<file path="config.mk">
export PLATFORM = sky130hd
export DESIGN_NAME = water_leak_valve_guard_core
export DESIGN_NICKNAME = d
export VERILOG_FILES = /design/src/hw/rtl/wlvg_pkg.sv /design/src/hw/rtl/water_leak_valve_guard_core.sv /design/src/hw/rtl/wlvg_step.sv
export SDC_FILE = /design/constraint.sdc
export NUM_CORES = 2
export LEC_CHECK = 0
export BUFFER_PORTS_ARGS = -buffer_cell sky130_fd_sc_hd__clkbuf_2
export CORE_ASPECT_RATIO = 0.7
export CORE_MARGIN = 8
export CORE_UTILIZATION = 50
export CTS_BUF_LIST = sky130_fd_sc_hd__clkbuf_2
export DETAILED_ROUTE_END_ITERATION = 8
export GPL_TIMING_DRIVEN = 0
export PLACE_DENSITY = 0.73
export SLEW_MARGIN = 40
export SYNTH_ARGS = -nofsm -noshare
export SYNTH_HDL_FRONTEND = slang
export SYNTH_SLANG_ARGS = --single-unit
</file>
<file path="constraint.sdc">
create_clock -name clk -period 18.8 [get_ports clk]
set_input_delay 2.82 -clock clk [delete_from_list [all_inputs] [get_ports clk]]
set_output_delay 2.82 -clock clk [all_outputs]
set_load 0.01 [all_outputs]
</file>
<file path="src/hw/rtl/wlvg_pkg.sv">
// Shared types, codes and reset values for the water leak valve guard.
`timescale 1ns / 1ps

package wlvg_pkg;

  localparam int unsigned MaxResults = 3;

  // input opcodes
  localparam logic [3:0] OP_PULSE       = 4'd0;
  localparam logic [3:0] OP_TICK        = 4'd1;
  localparam logic [3:0] OP_OPEN        = 4'd2;
  localparam logic [3:0] OP_CLOSE       = 4'd3;
  localparam logic [3:0] OP_FLOW        = 4'd4;
  localparam logic [3:0] OP_CONSUMPTION = 4'd5;
  localparam logic [3:0] OP_LAPSE_START = 4'd6;
  localparam logic [3:0] OP_LAPSE_END   = 4'd7;
  localparam logic [3:0] OP_VALVE       = 4'd8;
  localparam logic [3:0] OP_DAILY_RPT   = 4'd9;
  localparam logic [3:0] OP_SET_LIMIT   = 4'd10;

  // result events
  localparam logic [3:0] EV_FLOW         = 4'd0;
  localparam logic [3:0] EV_CONSUMPTION  = 4'd1;
  localparam logic [3:0] EV_LAPSE_START  = 4'd2;
  localparam logic [3:0] EV_LAPSE_VALUE  = 4'd3;
  localparam logic [3:0] EV_VALVE_STATUS = 4'd4;
  localparam logic [3:0] EV_DAILY_RPT    = 4'd5;
  localparam logic [3:0] EV_LIMIT_ARMED  = 4'd6;
  localparam logic [3:0] EV_OPENED       = 4'd7;
  localparam logic [3:0] EV_CLOSED       = 4'd8;
  localparam logic [3:0] EV_DAILY_CLOSE  = 4'd9;
  localparam logic [3:0] EV_MANUAL_CLOSE = 4'd10;
  localparam logic [3:0] EV_CONT_CLOSE   = 4'd11;
  localparam logic [3:0] EV_PERIODIC_RPT = 4'd12;

  // configuration register indexes
  localparam logic [2:0] REG_DAILY_LIMIT = 3'd0;
  localparam logic [2:0] REG_PPL         = 3'd1;
  localparam logic [2:0] REG_CONT_LIMIT  = 3'd2;
  localparam logic [2:0] REG_DAY_WINDOW  = 3'd3;
  localparam logic [2:0] REG_REPORT      = 3'd4;

  localparam logic [31:0] DailyLimitReset = 32'd1980000;
  localparam logic [15:0] PplReset        = 16'd396;
  localparam logic [16:0] ContLimitReset  = 17'd18000;
  localparam logic [16:0] DayWindowReset  = 17'd86400;
  localparam logic [16:0] ReportReset     = 17'd3600;

  typedef struct packed {
    logic [31:0] daily_limit_pulses;
    logic [15:0] pulses_per_litre;
    logic [16:0] continuous_limit_seconds;
    logic [16:0] day_window_seconds;
    logic [16:0] report_period_seconds;
  } cfg_t;

  typedef struct packed {
    logic [15:0] window_pulses;
    logic [15:0] last_flow_pulses;
    logic [31:0] day_pulses;
    logic [31:0] period_pulses;
    logic [31:0] report_day_pulses;
    logic [31:0] lapse_mark;
    logic [31:0] manual_limit;
    logic        manual_active;
    logic        valve_is_open;
    logic [16:0] day_seconds;
    logic [16:0] flow_seconds;
    logic [16:0] period_seconds;
  } state_t;

  typedef struct packed {
    logic [3:0]  event_res;
    logic [31:0] value;
    logic        valve_open;
    logic        last;
  } res_t;

  localparam cfg_t CfgReset = '{
    daily_limit_pulses:       DailyLimitReset,
    pulses_per_litre:         PplReset,
    continuous_limit_seconds: ContLimitReset,
    day_window_seconds:       DayWindowReset,
    report_period_seconds:    ReportReset
  };

  localparam state_t StateReset = '{
    window_pulses:     '0,
    last_flow_pulses:  '0,
    day_pulses:        '0,
    period_pulses:     '0,
    report_day_pulses: '0,
    lapse_mark:        '0,
    manual_limit:      '0,
    manual_active:     1'b0,
    valve_is_open:     1'b1,
    day_seconds:       '0,
    flow_seconds:      '0,
    period_seconds:    '0
  };

  function automatic res_t make_res(logic [3:0] ev, logic [31:0] val, logic open);
    res_t r;
    r.event_res  = ev;
    r.value      = val;
    r.valve_open = open;
    r.last       = 1'b0;
    return r;
  endfunction

  function automatic logic [31:0] sat_inc32(logic [31:0] x);
    return (x == '1) ? x : x + 32'd1;
  endfunction

endpackage

</file>
<file path="src/hw/rtl/water_leak_valve_guard_core.sv">
// Top level of the water leak valve guard: ports, registers and output staging.
//
// Input stream (s_axis_*): one item per transfer; tuser is the opcode
// (pulse, tick or remote command), tdata carries litres for set-limit.
// Output stream (m_axis_*): zero to three result transfers per input item,
// in order; tlast marks the final result of an item. tuser is the event
// code, tdata holds the pulse count and the valve state.
// Configuration: cfg_we writes cfg_data to register cfg_index at the clock
// edge; writes to indexes past the register list are dropped.
// An item's results pass through the input register, the result bundle
// register and the output register, in that order.
// Throughput: one item per cycle while each item gives at most one result
// and the receiver is ready; an item with more results holds the bundle
// register while the single output register drains them one per cycle.
// Reset (rst, synchronous): counters clear, valve reads open, registers
// take their default values, no output is valid.
// When the receiver stalls, the output and bundle registers hold and
// s_axis_tready drops once the input register is also full.
`timescale 1ns / 1ps

module water_leak_valve_guard_core (
  input  logic        clk,
  input  logic        rst,
  input  logic        s_axis_tvalid,
  output logic        s_axis_tready,
  input  logic [15:0] s_axis_tdata,   // [15:0] litres
  input  logic [3:0]  s_axis_tuser,   // [3:0] opcode
  output logic        m_axis_tvalid,
  input  logic        m_axis_tready,
  output logic [39:0] m_axis_tdata,   // [31:0] value, [32] valve_open, [39:33] zero
  output logic [3:0]  m_axis_tuser,   // [3:0] event_res
  output logic        m_axis_tlast,
  input  logic        cfg_we,
  input  logic [2:0]  cfg_index,
  input  logic [31:0] cfg_data
);

  wlvg_pkg::cfg_t   cfg;
  wlvg_pkg::state_t st;
  wlvg_pkg::state_t st_next;

  logic        in_valid;
  logic [3:0]  in_opcode;
  logic [15:0] in_litres;

  wlvg_pkg::res_t step_res [wlvg_pkg::MaxResults];
  logic [1:0]     step_cnt;

  wlvg_pkg::res_t bnd_res [wlvg_pkg::MaxResults];
  logic [1:0]     bnd_cnt;
  logic [1:0]     bnd_idx;

  logic           out_valid;
  wlvg_pkg::res_t out_res;

  logic out_load;
  logic bnd_free;
  logic proc_fire;

  assign out_load  = (bnd_cnt != 2'd0) && (!out_valid || m_axis_tready);
  assign bnd_free  = (bnd_cnt == 2'd0) || ((bnd_cnt == 2'd1) && out_load);
  assign proc_fire = in_valid && bnd_free;
  assign s_axis_tready = !in_valid || proc_fire;

  always_ff @(posedge clk) begin
    if (rst) begin
      cfg <= wlvg_pkg::CfgReset;
    end else if (cfg_we) begin
      unique case (cfg_index)
        wlvg_pkg::REG_DAILY_LIMIT: cfg.daily_limit_pulses       <= cfg_data;
        wlvg_pkg::REG_PPL:         cfg.pulses_per_litre         <= cfg_data[15:0];
        wlvg_pkg::REG_CONT_LIMIT:  cfg.continuous_limit_seconds <= cfg_data[16:0];
        wlvg_pkg::REG_DAY_WINDOW:  cfg.day_window_seconds       <= cfg_data[16:0];
        wlvg_pkg::REG_REPORT:      cfg.report_period_seconds    <= cfg_data[16:0];
        default: begin
        end
      endcase
    end
  end

  // input register
  always_ff @(posedge clk) begin
    if (rst) begin
      in_valid <= 1'b0;
    end else if (s_axis_tready) begin
      in_valid <= s_axis_tvalid;
    end
  end

  always_ff @(posedge clk) begin
    if (s_axis_tready && s_axis_tvalid) begin
      in_opcode <= s_axis_tuser;
      in_litres <= s_axis_tdata;
    end
  end

  wlvg_step u_step (
    .opcode  (in_opcode),
    .litres  (in_litres),
    .cfg     (cfg),
    .st      (st),
    .st_next (st_next),
    .res     (step_res),
    .res_cnt (step_cnt)
  );

  always_ff @(posedge clk) begin
    if (rst) begin
      st <= wlvg_pkg::StateReset;
    end else if (proc_fire) begin
      st <= st_next;
    end
  end

  // result bundle, drained one result per cycle while the output register loads
  always_ff @(posedge clk) begin
    if (rst) begin
      bnd_cnt <= 2'd0;
      bnd_idx <= 2'd0;
    end else if (proc_fire) begin
      bnd_cnt <= step_cnt;
      bnd_idx <= 2'd0;
    end else if (out_load) begin
      bnd_cnt <= bnd_cnt - 2'd1;
      bnd_idx <= bnd_idx + 2'd1;
    end
  end

  always_ff @(posedge clk) begin
    if (proc_fire) begin
      bnd_res <= step_res;
    end
  end

  // output register
  always_ff @(posedge clk) begin
    if (rst) begin
      out_valid <= 1'b0;
    end else if (out_load) begin
      out_valid <= 1'b1;
    end else if (m_axis_tready) begin
      out_valid <= 1'b0;
    end
  end

  always_ff @(posedge clk) begin
    if (out_load) begin
      out_res <= bnd_res[bnd_idx];
    end
  end

  assign m_axis_tvalid = out_valid;
  assign m_axis_tdata  = {7'b0, out_res.valve_open, out_res.value};
  assign m_axis_tuser  = out_res.event_res;
  assign m_axis_tlast  = out_res.last;

endmodule

</file>
<file path="src/hw/rtl/wlvg_step.sv">
// Next-state and result logic for one item of the valve guard.
`timescale 1ns / 1ps

module wlvg_step (
  input  logic [3:0]      opcode,
  input  logic [15:0]     litres,
  input  wlvg_pkg::cfg_t   cfg,
  input  wlvg_pkg::state_t st,
  output wlvg_pkg::state_t st_next,
  output wlvg_pkg::res_t   res [wlvg_pkg::MaxResults],
  output logic [1:0]      res_cnt
);

  logic [17:0] day_t;
  logic [17:0] flow_t;
  logic [17:0] period_t;
  logic [31:0] limit_prod;
  wlvg_pkg::res_t list [wlvg_pkg::MaxResults];
  logic [1:0]  n;

  assign day_t      = {1'b0, st.day_seconds} + 18'd1;
  assign flow_t     = {1'b0, st.flow_seconds} + 18'd1;
  assign period_t   = {1'b0, st.period_seconds} + 18'd1;
  assign limit_prod = {16'b0, litres} * {16'b0, cfg.pulses_per_litre};

  always_comb begin
    st_next = st;
    n = 2'd0;
    for (int i = 0; i < wlvg_pkg::MaxResults; i++) begin
      list[i] = '0;
    end
    unique case (opcode)
      wlvg_pkg::OP_PULSE: begin
        if (st.window_pulses != 16'hFFFF) begin
          st_next.window_pulses = st.window_pulses + 16'd1;
        end
        st_next.day_pulses        = wlvg_pkg::sat_inc32(st.day_pulses);
        st_next.period_pulses     = wlvg_pkg::sat_inc32(st.period_pulses);
        st_next.report_day_pulses = wlvg_pkg::sat_inc32(st.report_day_pulses);
      end
      wlvg_pkg::OP_TICK: begin
        st_next.last_flow_pulses = st.window_pulses;
        st_next.window_pulses    = '0;
        // limit check
        if (!st.manual_active && (st.day_pulses > cfg.daily_limit_pulses)) begin
          st_next.valve_is_open = 1'b0;
          list[n] = wlvg_pkg::make_res(wlvg_pkg::EV_DAILY_CLOSE, st.day_pulses, 1'b0);
          n = n + 2'd1;
          st_next.day_pulses = '0;
        end else if (st.manual_active && (st.day_pulses > st.manual_limit)) begin
          st_next.valve_is_open = 1'b0;
          list[n] = wlvg_pkg::make_res(wlvg_pkg::EV_MANUAL_CLOSE, st.day_pulses, 1'b0);
          n = n + 2'd1;
          st_next.day_pulses    = '0;
          st_next.manual_active = 1'b0;
        end
        // day window
        if (day_t >= {1'b0, cfg.day_window_seconds}) begin
          st_next.day_pulses    = '0;
          st_next.day_seconds   = '0;
          st_next.manual_active = 1'b0;
        end else begin
          st_next.day_seconds = day_t[16:0];
        end
        // unbroken flow
        if (st.window_pulses == '0) begin
          st_next.flow_seconds = '0;
        end else if (flow_t >= {1'b0, cfg.continuous_limit_seconds}) begin
          st_next.flow_seconds  = '0;
          st_next.valve_is_open = 1'b0;
          list[n] = wlvg_pkg::make_res(wlvg_pkg::EV_CONT_CLOSE, '0, 1'b0);
          n = n + 2'd1;
        end else begin
          st_next.flow_seconds = flow_t[16:0];
        end
        // periodic report
        if (period_t >= {1'b0, cfg.report_period_seconds}) begin
          list[n] = wlvg_pkg::make_res(wlvg_pkg::EV_PERIODIC_RPT, st.period_pulses,
                                       st_next.valve_is_open);
          n = n + 2'd1;
          st_next.period_pulses  = '0;
          st_next.period_seconds = '0;
        end else begin
          st_next.period_seconds = period_t[16:0];
        end
      end
      wlvg_pkg::OP_OPEN: begin
        st_next.valve_is_open = 1'b1;
        list[0] = wlvg_pkg::make_res(wlvg_pkg::EV_OPENED, '0, 1'b1);
        n = 2'd1;
      end
      wlvg_pkg::OP_CLOSE: begin
        st_next.valve_is_open = 1'b0;
        list[0] = wlvg_pkg::make_res(wlvg_pkg::EV_CLOSED, '0, 1'b0);
        n = 2'd1;
      end
      wlvg_pkg::OP_FLOW: begin
        list[0] = wlvg_pkg::make_res(wlvg_pkg::EV_FLOW, {16'b0, st.last_flow_pulses},
                                     st.valve_is_open);
        n = 2'd1;
      end
      wlvg_pkg::OP_CONSUMPTION: begin
        list[0] = wlvg_pkg::make_res(wlvg_pkg::EV_CONSUMPTION, st.day_pulses,
                                     st.valve_is_open);
        n = 2'd1;
      end
      wlvg_pkg::OP_LAPSE_START: begin
        st_next.lapse_mark = st.day_pulses;
        list[0] = wlvg_pkg::make_res(wlvg_pkg::EV_LAPSE_START, '0, st.valve_is_open);
        n = 2'd1;
      end
      wlvg_pkg::OP_LAPSE_END: begin
        list[0] = wlvg_pkg::make_res(wlvg_pkg::EV_LAPSE_VALUE,
                                     st.day_pulses - st.lapse_mark, st.valve_is_open);
        n = 2'd1;
      end
      wlvg_pkg::OP_VALVE: begin
        list[0] = wlvg_pkg::make_res(wlvg_pkg::EV_VALVE_STATUS, '0, st.valve_is_open);
        n = 2'd1;
      end
      wlvg_pkg::OP_DAILY_RPT: begin
        list[0] = wlvg_pkg::make_res(wlvg_pkg::EV_DAILY_RPT, st.report_day_pulses,
                                     st.valve_is_open);
        n = 2'd1;
        st_next.report_day_pulses = '0;
        st_next.period_seconds    = '0;
      end
      wlvg_pkg::OP_SET_LIMIT: begin
        st_next.manual_limit  = limit_prod;
        st_next.manual_active = 1'b1;
        st_next.day_pulses    = '0;
        st_next.day_seconds   = '0;
        list[0] = wlvg_pkg::make_res(wlvg_pkg::EV_LIMIT_ARMED, limit_prod,
                                     st.valve_is_open);
        n = 2'd1;
      end
      default: begin
      end
    endcase
    for (int i = 0; i < wlvg_pkg::MaxResults; i++) begin
      res[i]      = list[i];
      res[i].last = (n != 2'd0) && (2'(i) == n - 2'd1);
    end
    res_cnt = n;
  end

endmodule

</file>
### Word level (Yosys, flattened, before mapping)

Cells that the tools add are included.

* word-level logic and storage cells: 203
* output and inout bits: 47
* bits of input ports: 60
* flip-flop bits (word level): 522

* multiply operators: 1
* reductions and logical operators: 50
* $add $sub $neg: 13
* bitwise operators: 6
* equality and inequality tests: 29
* $lt $le $gt $ge: 10
* mux-type cells: 55

Operators with widths (count)
* $mux 114: 4
* $pmux 38 s10: 1
* $mux 38: 7
* $mux 32: 7
* $demux 38 s2: 2
* $pmux 32 s2: 2
* $bwmux 114: 1
* $and 105x105->105: 1
* $not 105->105: 1
* $add 32x1->32 const B: 3
* $eq 32x32->1 const B: 3
* $pmux 32 s3: 1
* $bmux 38 s2: 1
* $mux 17: 4
* $pmux 17 s2: 2
* $gt 32x32->1: 2
* $add 17x1->18 const B: 3
* $ge 18x17->1: 3
* $mul 16x16->32: 1
* $pmux 16 s2: 1
* $sub 32x32->32: 1
* $reduce_and 2->1: 11
* $add 16x1->16 const B: 1
* $eq 4x3->1 const B: 4
* 40 further kinds: 97

### Longest topological paths before layout

* word-level depth: 18
* mapped depth: 25

### Modules after synthesis

From an unflattened synthesis, not the netlist that was laid out.

* cells, all modules: 4792
* area, all modules: 38753.4 um2

Modules (own cells, without submodules)
* wlvg_step: sequential area each 0.0 um2, cells an instance 2947, instances 1, area an instance 20364.5 um2
* water_leak_valve_guard_core: sequential area each 12171.7 um2, cells an instance 1845, instances 1, area an instance 18388.9 um2

### Least setup slack after synthesis

OpenSTA, ideal clock, no wires.

* path kind: in2reg
* from: input port m_axis_tready
* to: register, netlist name st[81]
* arrival time: 7.819 ns
* stages on the path: 8
* slack: 10.875 ns
* buffers on the path: 1
* cell sequence: nand2b_1 > a21oi_1 > nand2b_1 > inv_1 > clkbuf_1 > nand2_1 > or4_1 > o311ai_0

* longest elaborated chain between the ends: 6

Ends and longest elaborated chain
* start, declared: RTL line water_leak_valve_guard_core.sv:29 `input logic m_axis_tready,`
* $logic_or 1x1->1: RTL line water_leak_valve_guard_core.sv:60 `assign out_load = (bnd_cnt != 2'd0) && (!out_valid || m_axis_tready);`
* $logic_and 1x1->1: RTL line water_leak_valve_guard_core.sv:60
* $logic_and 1x1->1: RTL line water_leak_valve_guard_core.sv:61 `assign bnd_free = (bnd_cnt == 2'd0) || ((bnd_cnt == 2'd1) && out_load);`
* $logic_or 1x1->1: RTL line water_leak_valve_guard_core.sv:61
* $logic_and 1x1->1: RTL line water_leak_valve_guard_core.sv:62 `assign proc_fire = in_valid && bnd_free;`
* net proc_fire: RTL line water_leak_valve_guard_core.sv:58 `logic proc_fire;`
* $reduce_and 2->1 (no line)

The timed path passes the listed nets, and every way through them passes these cells.
A chain may end at the register's enable or synchronous reset.

### Worst setup path after layout

* from: register in_litres[0]
* to: register bnd_res[106] in the netlist's numbering (data pin)

* longest elaborated chain between the ends: 2

Ends and longest elaborated chain
* start, declared: RTL line water_leak_valve_guard_core.sv:44 `logic [15:0] in_litres;`
* start signal, assigned: RTL line water_leak_valve_guard_core.sv:93 `in_litres <= s_axis_tdata;`
* $mul 16x16->32: RTL line wlvg_step.sv:24 `assign limit_prod = {16'b0, litres} * {16'b0, cfg.pulses_per_litre};`
* $pmux 38 s10: RTL line wlvg_step.sv:32 `unique case (opcode)`
* end signal, assigned: RTL line water_leak_valve_guard_core.sv:131 `bnd_res <= step_res;`
* end, declared: RTL line water_leak_valve_guard_core.sv:49 `wlvg_pkg::res_t bnd_res [wlvg_pkg::MaxResults];`

Every way passes these cells.

==> impl_metrics.ini <==
[critical_path]
crit_top_cell = fa_1
startpoint = in_litres[0]
crit_chain = clkbuf_1 > nand2_1 > fa_1 > fa_1 > inv_1 > fa_1 > fa_1 > fa_1 > inv_1 > fa_1 > inv_1 > ha_1 > a21oi_1 > o21ai_0 > o41ai_1 > o21ai_0 > nor4_1 > o211ai_1 > a41oi_1 > xor2_1 > o221ai_1
worst-setup-path-type = flip-flop to flip-flop
endpoint_kind = flip-flop
max_stage_delay_ns = 0.87
reg2reg_slack_ns = 9.91
critPathBufInv = 4
critPathRequiredTime_ns = 19.81
rr_worst_depth = 21
worstPathMaxFanout = 10
endpoint = bnd_res[106]
critPathSlowestCell = edfxtp_1
crit_path_start_kind = flip-flop
r2r_start = in_litres[0]
critPathTopFamily = adder cells
rr_endpoint = bnd_res[106]
cp.depth = 21
cp.arrival_ns = 9.90

[clock_network]
cts_num_sinks = 518
cts_made_buffers = 132
ctsLongestPathBuffers = 3
insertion_delay_ns = 1.33
clk_pin_slew_worst_paths_ns = 0.11
h-tree-depth = 4
post_cts_buffers = 0
postCtsResizedCells = 0
cts_root_buffer = clkbuf_2
holdBufCountCts = 0
cts_tree = done

[synth]
synth_flop_cell = dfxtp_1
yosys.area.top_type_share = 0.198
syn_avg_cell_area_um2 = 8.79
synth_edf_count = 168
ys_seq_area_frac = 0.340
synth_fa_ha_area_frac = 0.204
synth_top_family_by_area = adder cells
synthCells = 4035
yosysWarnings = 0
ys_seq_elements = 518
yosys.area_share.simple = 0.193
yosysMostFrequentCell = nand2_1
synth_common_cells = nand2_1 (663), inv_1 (415), dfxtp_1 (350)
synth.distinct_cells = 89
synth-xor-area-share = 0.0385
muxShareOfSynthArea = 0.0139
synth_top_area_cell = dfxtp_1
synth_area_leaders = dfxtp_1 (20%), edfxtp_1 (14%), fa_1 (11%)
netlist_area_um2 = 35500
synth-compound-area-share = 0.143
async_flop_share = 0

[floorplan]
die_y_um = 239
coreArea_um2 = 70000
die_w_um = 334
initial_core_util = 0.506
boundaryPins = 107
dieArea_um2 = 79900
rows = 81

[status]
status = complete, no violations

[route]
wl_per_cell_um = 21.1
drc_errors = 0
first_iter_violations = 3772
drt_pass1_iterations = 8
via_count = 31000
postRouteAntennaNets = 0
wirelength_um = 113000
vias_per_cell = 5.81

[timing]
fin_crit_ns = 8.89
clock_skew_ns = 0.107
tns_ns = 0
final_max_slew_viol_count = 0
worst_slew_pin_slew_ns = 0.936
finalSetupViolations = 0
hold_violations = 0
fin_crit_sh = 0.473
max_freq_mhz = 113
slew_headroom = 0.376
rsz0062_at_grt = false

[cells_and_area]
areaGrowthSynthToFinish_pct = 8.79
drive_gt1_frac = 0.0907
fin_nets = 4802
seqCellArea_um2 = 12100
fillers = 6468
final_area_um2 = 38600
multi_input_area_um2 = 21100

[grt]
grt_max_degree = 44
grt_usage = 0.278
antenna_found_initial = 5
overflow = 0
grtUsageMet2 = 0.398
grt_pass1_wl_um = 173000
grtUsageMet3 = 0.0860
busiest_layer = met2
grt_pass1_vias = 29900
use_met1 = 0.392

[placed_design]
placed_cell_area_um2 = 37300
gp_congestion = 0.986
numPortBuffers = 99
dp_hpwl_um = 86900

[pwr]
peakVddDrop_uv = 118
p_per_area_nw_per_um2 = 93.3
p_leak_uw = 0.0160

[hold_path]
hp-class = flip-flop to flip-flop
hold_path.startpoint = st[111]

[job]
max_cap_viol_count = 0
==> worst min path at each step <==
stage | to | cells past startpoint
after floorplan | st[61] | 2
after global placement | st[63] | 2
after detailed placement | st[63] | 2
after CTS | st[92] | 2
after global routing | st[63] | 2
final | st[111] | 2
==> cells by family (layout without fill, tap and decap cells) <==
kind of cell | after synthesis | in the layout
buffers and inverters | 618 | 954
flip-flops | 518 | 518
adder cells (fa/ha/maj) | 460 | 460
AND/OR/NAND/NOR | 1464 | 1464
XOR/XNOR | 156 | 156
AO/OA/AOI/OAI | 769 | 769
other | 1 | 10
multiplexers | 49 | 49
==> power by group <==
part	internal [uW]	switching [uW]
Combinational	492	926
Sequential	1300	48.1
Clock	336	502
Total	2120	1480
==> per-stage QoR <==
| step | hold WS (ns) | power, uW | utilization | instances | setup WS [ns] |
|---|---|---|---|---|---|
| after detailed placement | 0.442 | 2770 | 0.533 | 5102 | 10.36 |
| after global routing | 0.478 | 3830 | 0.551 | 5333 | 9.74 |
| after global placement | 0.436 | 2750 | 0.531 | 5094 | 8.27 |
| after floorplan | 0.425 | 2290 | - | 4041 | 10.87 |
| final | 0.458 | 3600 | 0.551 | 5334 | 9.91 |
| after CTS | 0.458 | 3610 | 0.551 | 5331 | 10.31 |
==> layout by cell type (no fill, tap or decap), types with 13 or more instances in the layout <==
master / Yosys / final
a22oi_1: 34 / 34
o21ai_1: 21 / 20
nor4_1: 18 / 16
nor3_1: 47 / 42
nand2_1: 663 / 663
a21o_1: 52 / 52
and3_1: 48 / 48
nand4_1: 44 / 44
a221oi_1: 15 / 15
clkbuf_1: 164 / 155
a222oi_1: 20 / 20
fa_1: 195 / 195
a21oi_1: 265 / 265
and2_1: 182 / 181
a211oi_1: 17 / 17
ha_1: 265 / 265
nand2b_1: 26 / 26
xor2_1: 72 / 72
o311ai_0: 29 / 29
nor2_1: 238 / 236
o21ai_0: 131 / 131
nor2b_1: 17 / 17
edfxtp_1: 168 / 168
buf_2: 13 / 17
mux2i_1: 46 / 46
or3_1: 31 / 31
nand3_1: 93 / 93
xnor2_1: 84 / 84
clkinv_1: 1 / 17
dfxtp_1: 350 / 350
clkbuf_2: 0 / 305
nand3b_1: 13 / 13
o211ai_1: 41 / 41
a221o_1: 18 / 18
inv_1: 415 / 415
==> flip-flops by register name (all words and copies together) (netlist names) <==
| name | cells |
|---|---|
| m_axis_tdata | 33 |
| bnd_idx | 2 |
| in_litres | 16 |
| bnd_res | 110 |
| in_opcode | 4 |
| st | 245 |
| m_axis_tuser | 4 |
| in_valid | 1 |
| cfg | 99 |
| bnd_cnt | 2 |
| m_axis_tvalid | 1 |
| m_axis_tlast | 1 |
==> layer usage <==
metal  vias up  share of wire
li1      14300              -
met1     14800           0.44
met2      1638           0.41
met3       269           0.12
met4         2          0.034
met5         -        0.00013
==> cell type report <==
type | count | share of cell area
well taps | 954 | 0.0309
flip-flops and latches | 518 | 0.312
plain buffers | 201 | 0.0221
multi-input cells | 2905 | 0.546
diodes | 3 | 0.000195
repair buffers | 107 | 0.0152
inverters | 417 | 0.0406
clock inverters | 30 | 0.00636
clock buffers | 199 | 0.0258
==> tightest hold or removal path: cells and delay by family, from the launching register on <==
family / cells / cell delay [ns]
flops: 1 / 0.31
compound gates: 1 / 0.05
simple gates: 1 / 0.05
Note: power is estimated with default switching activity, not from simulation.
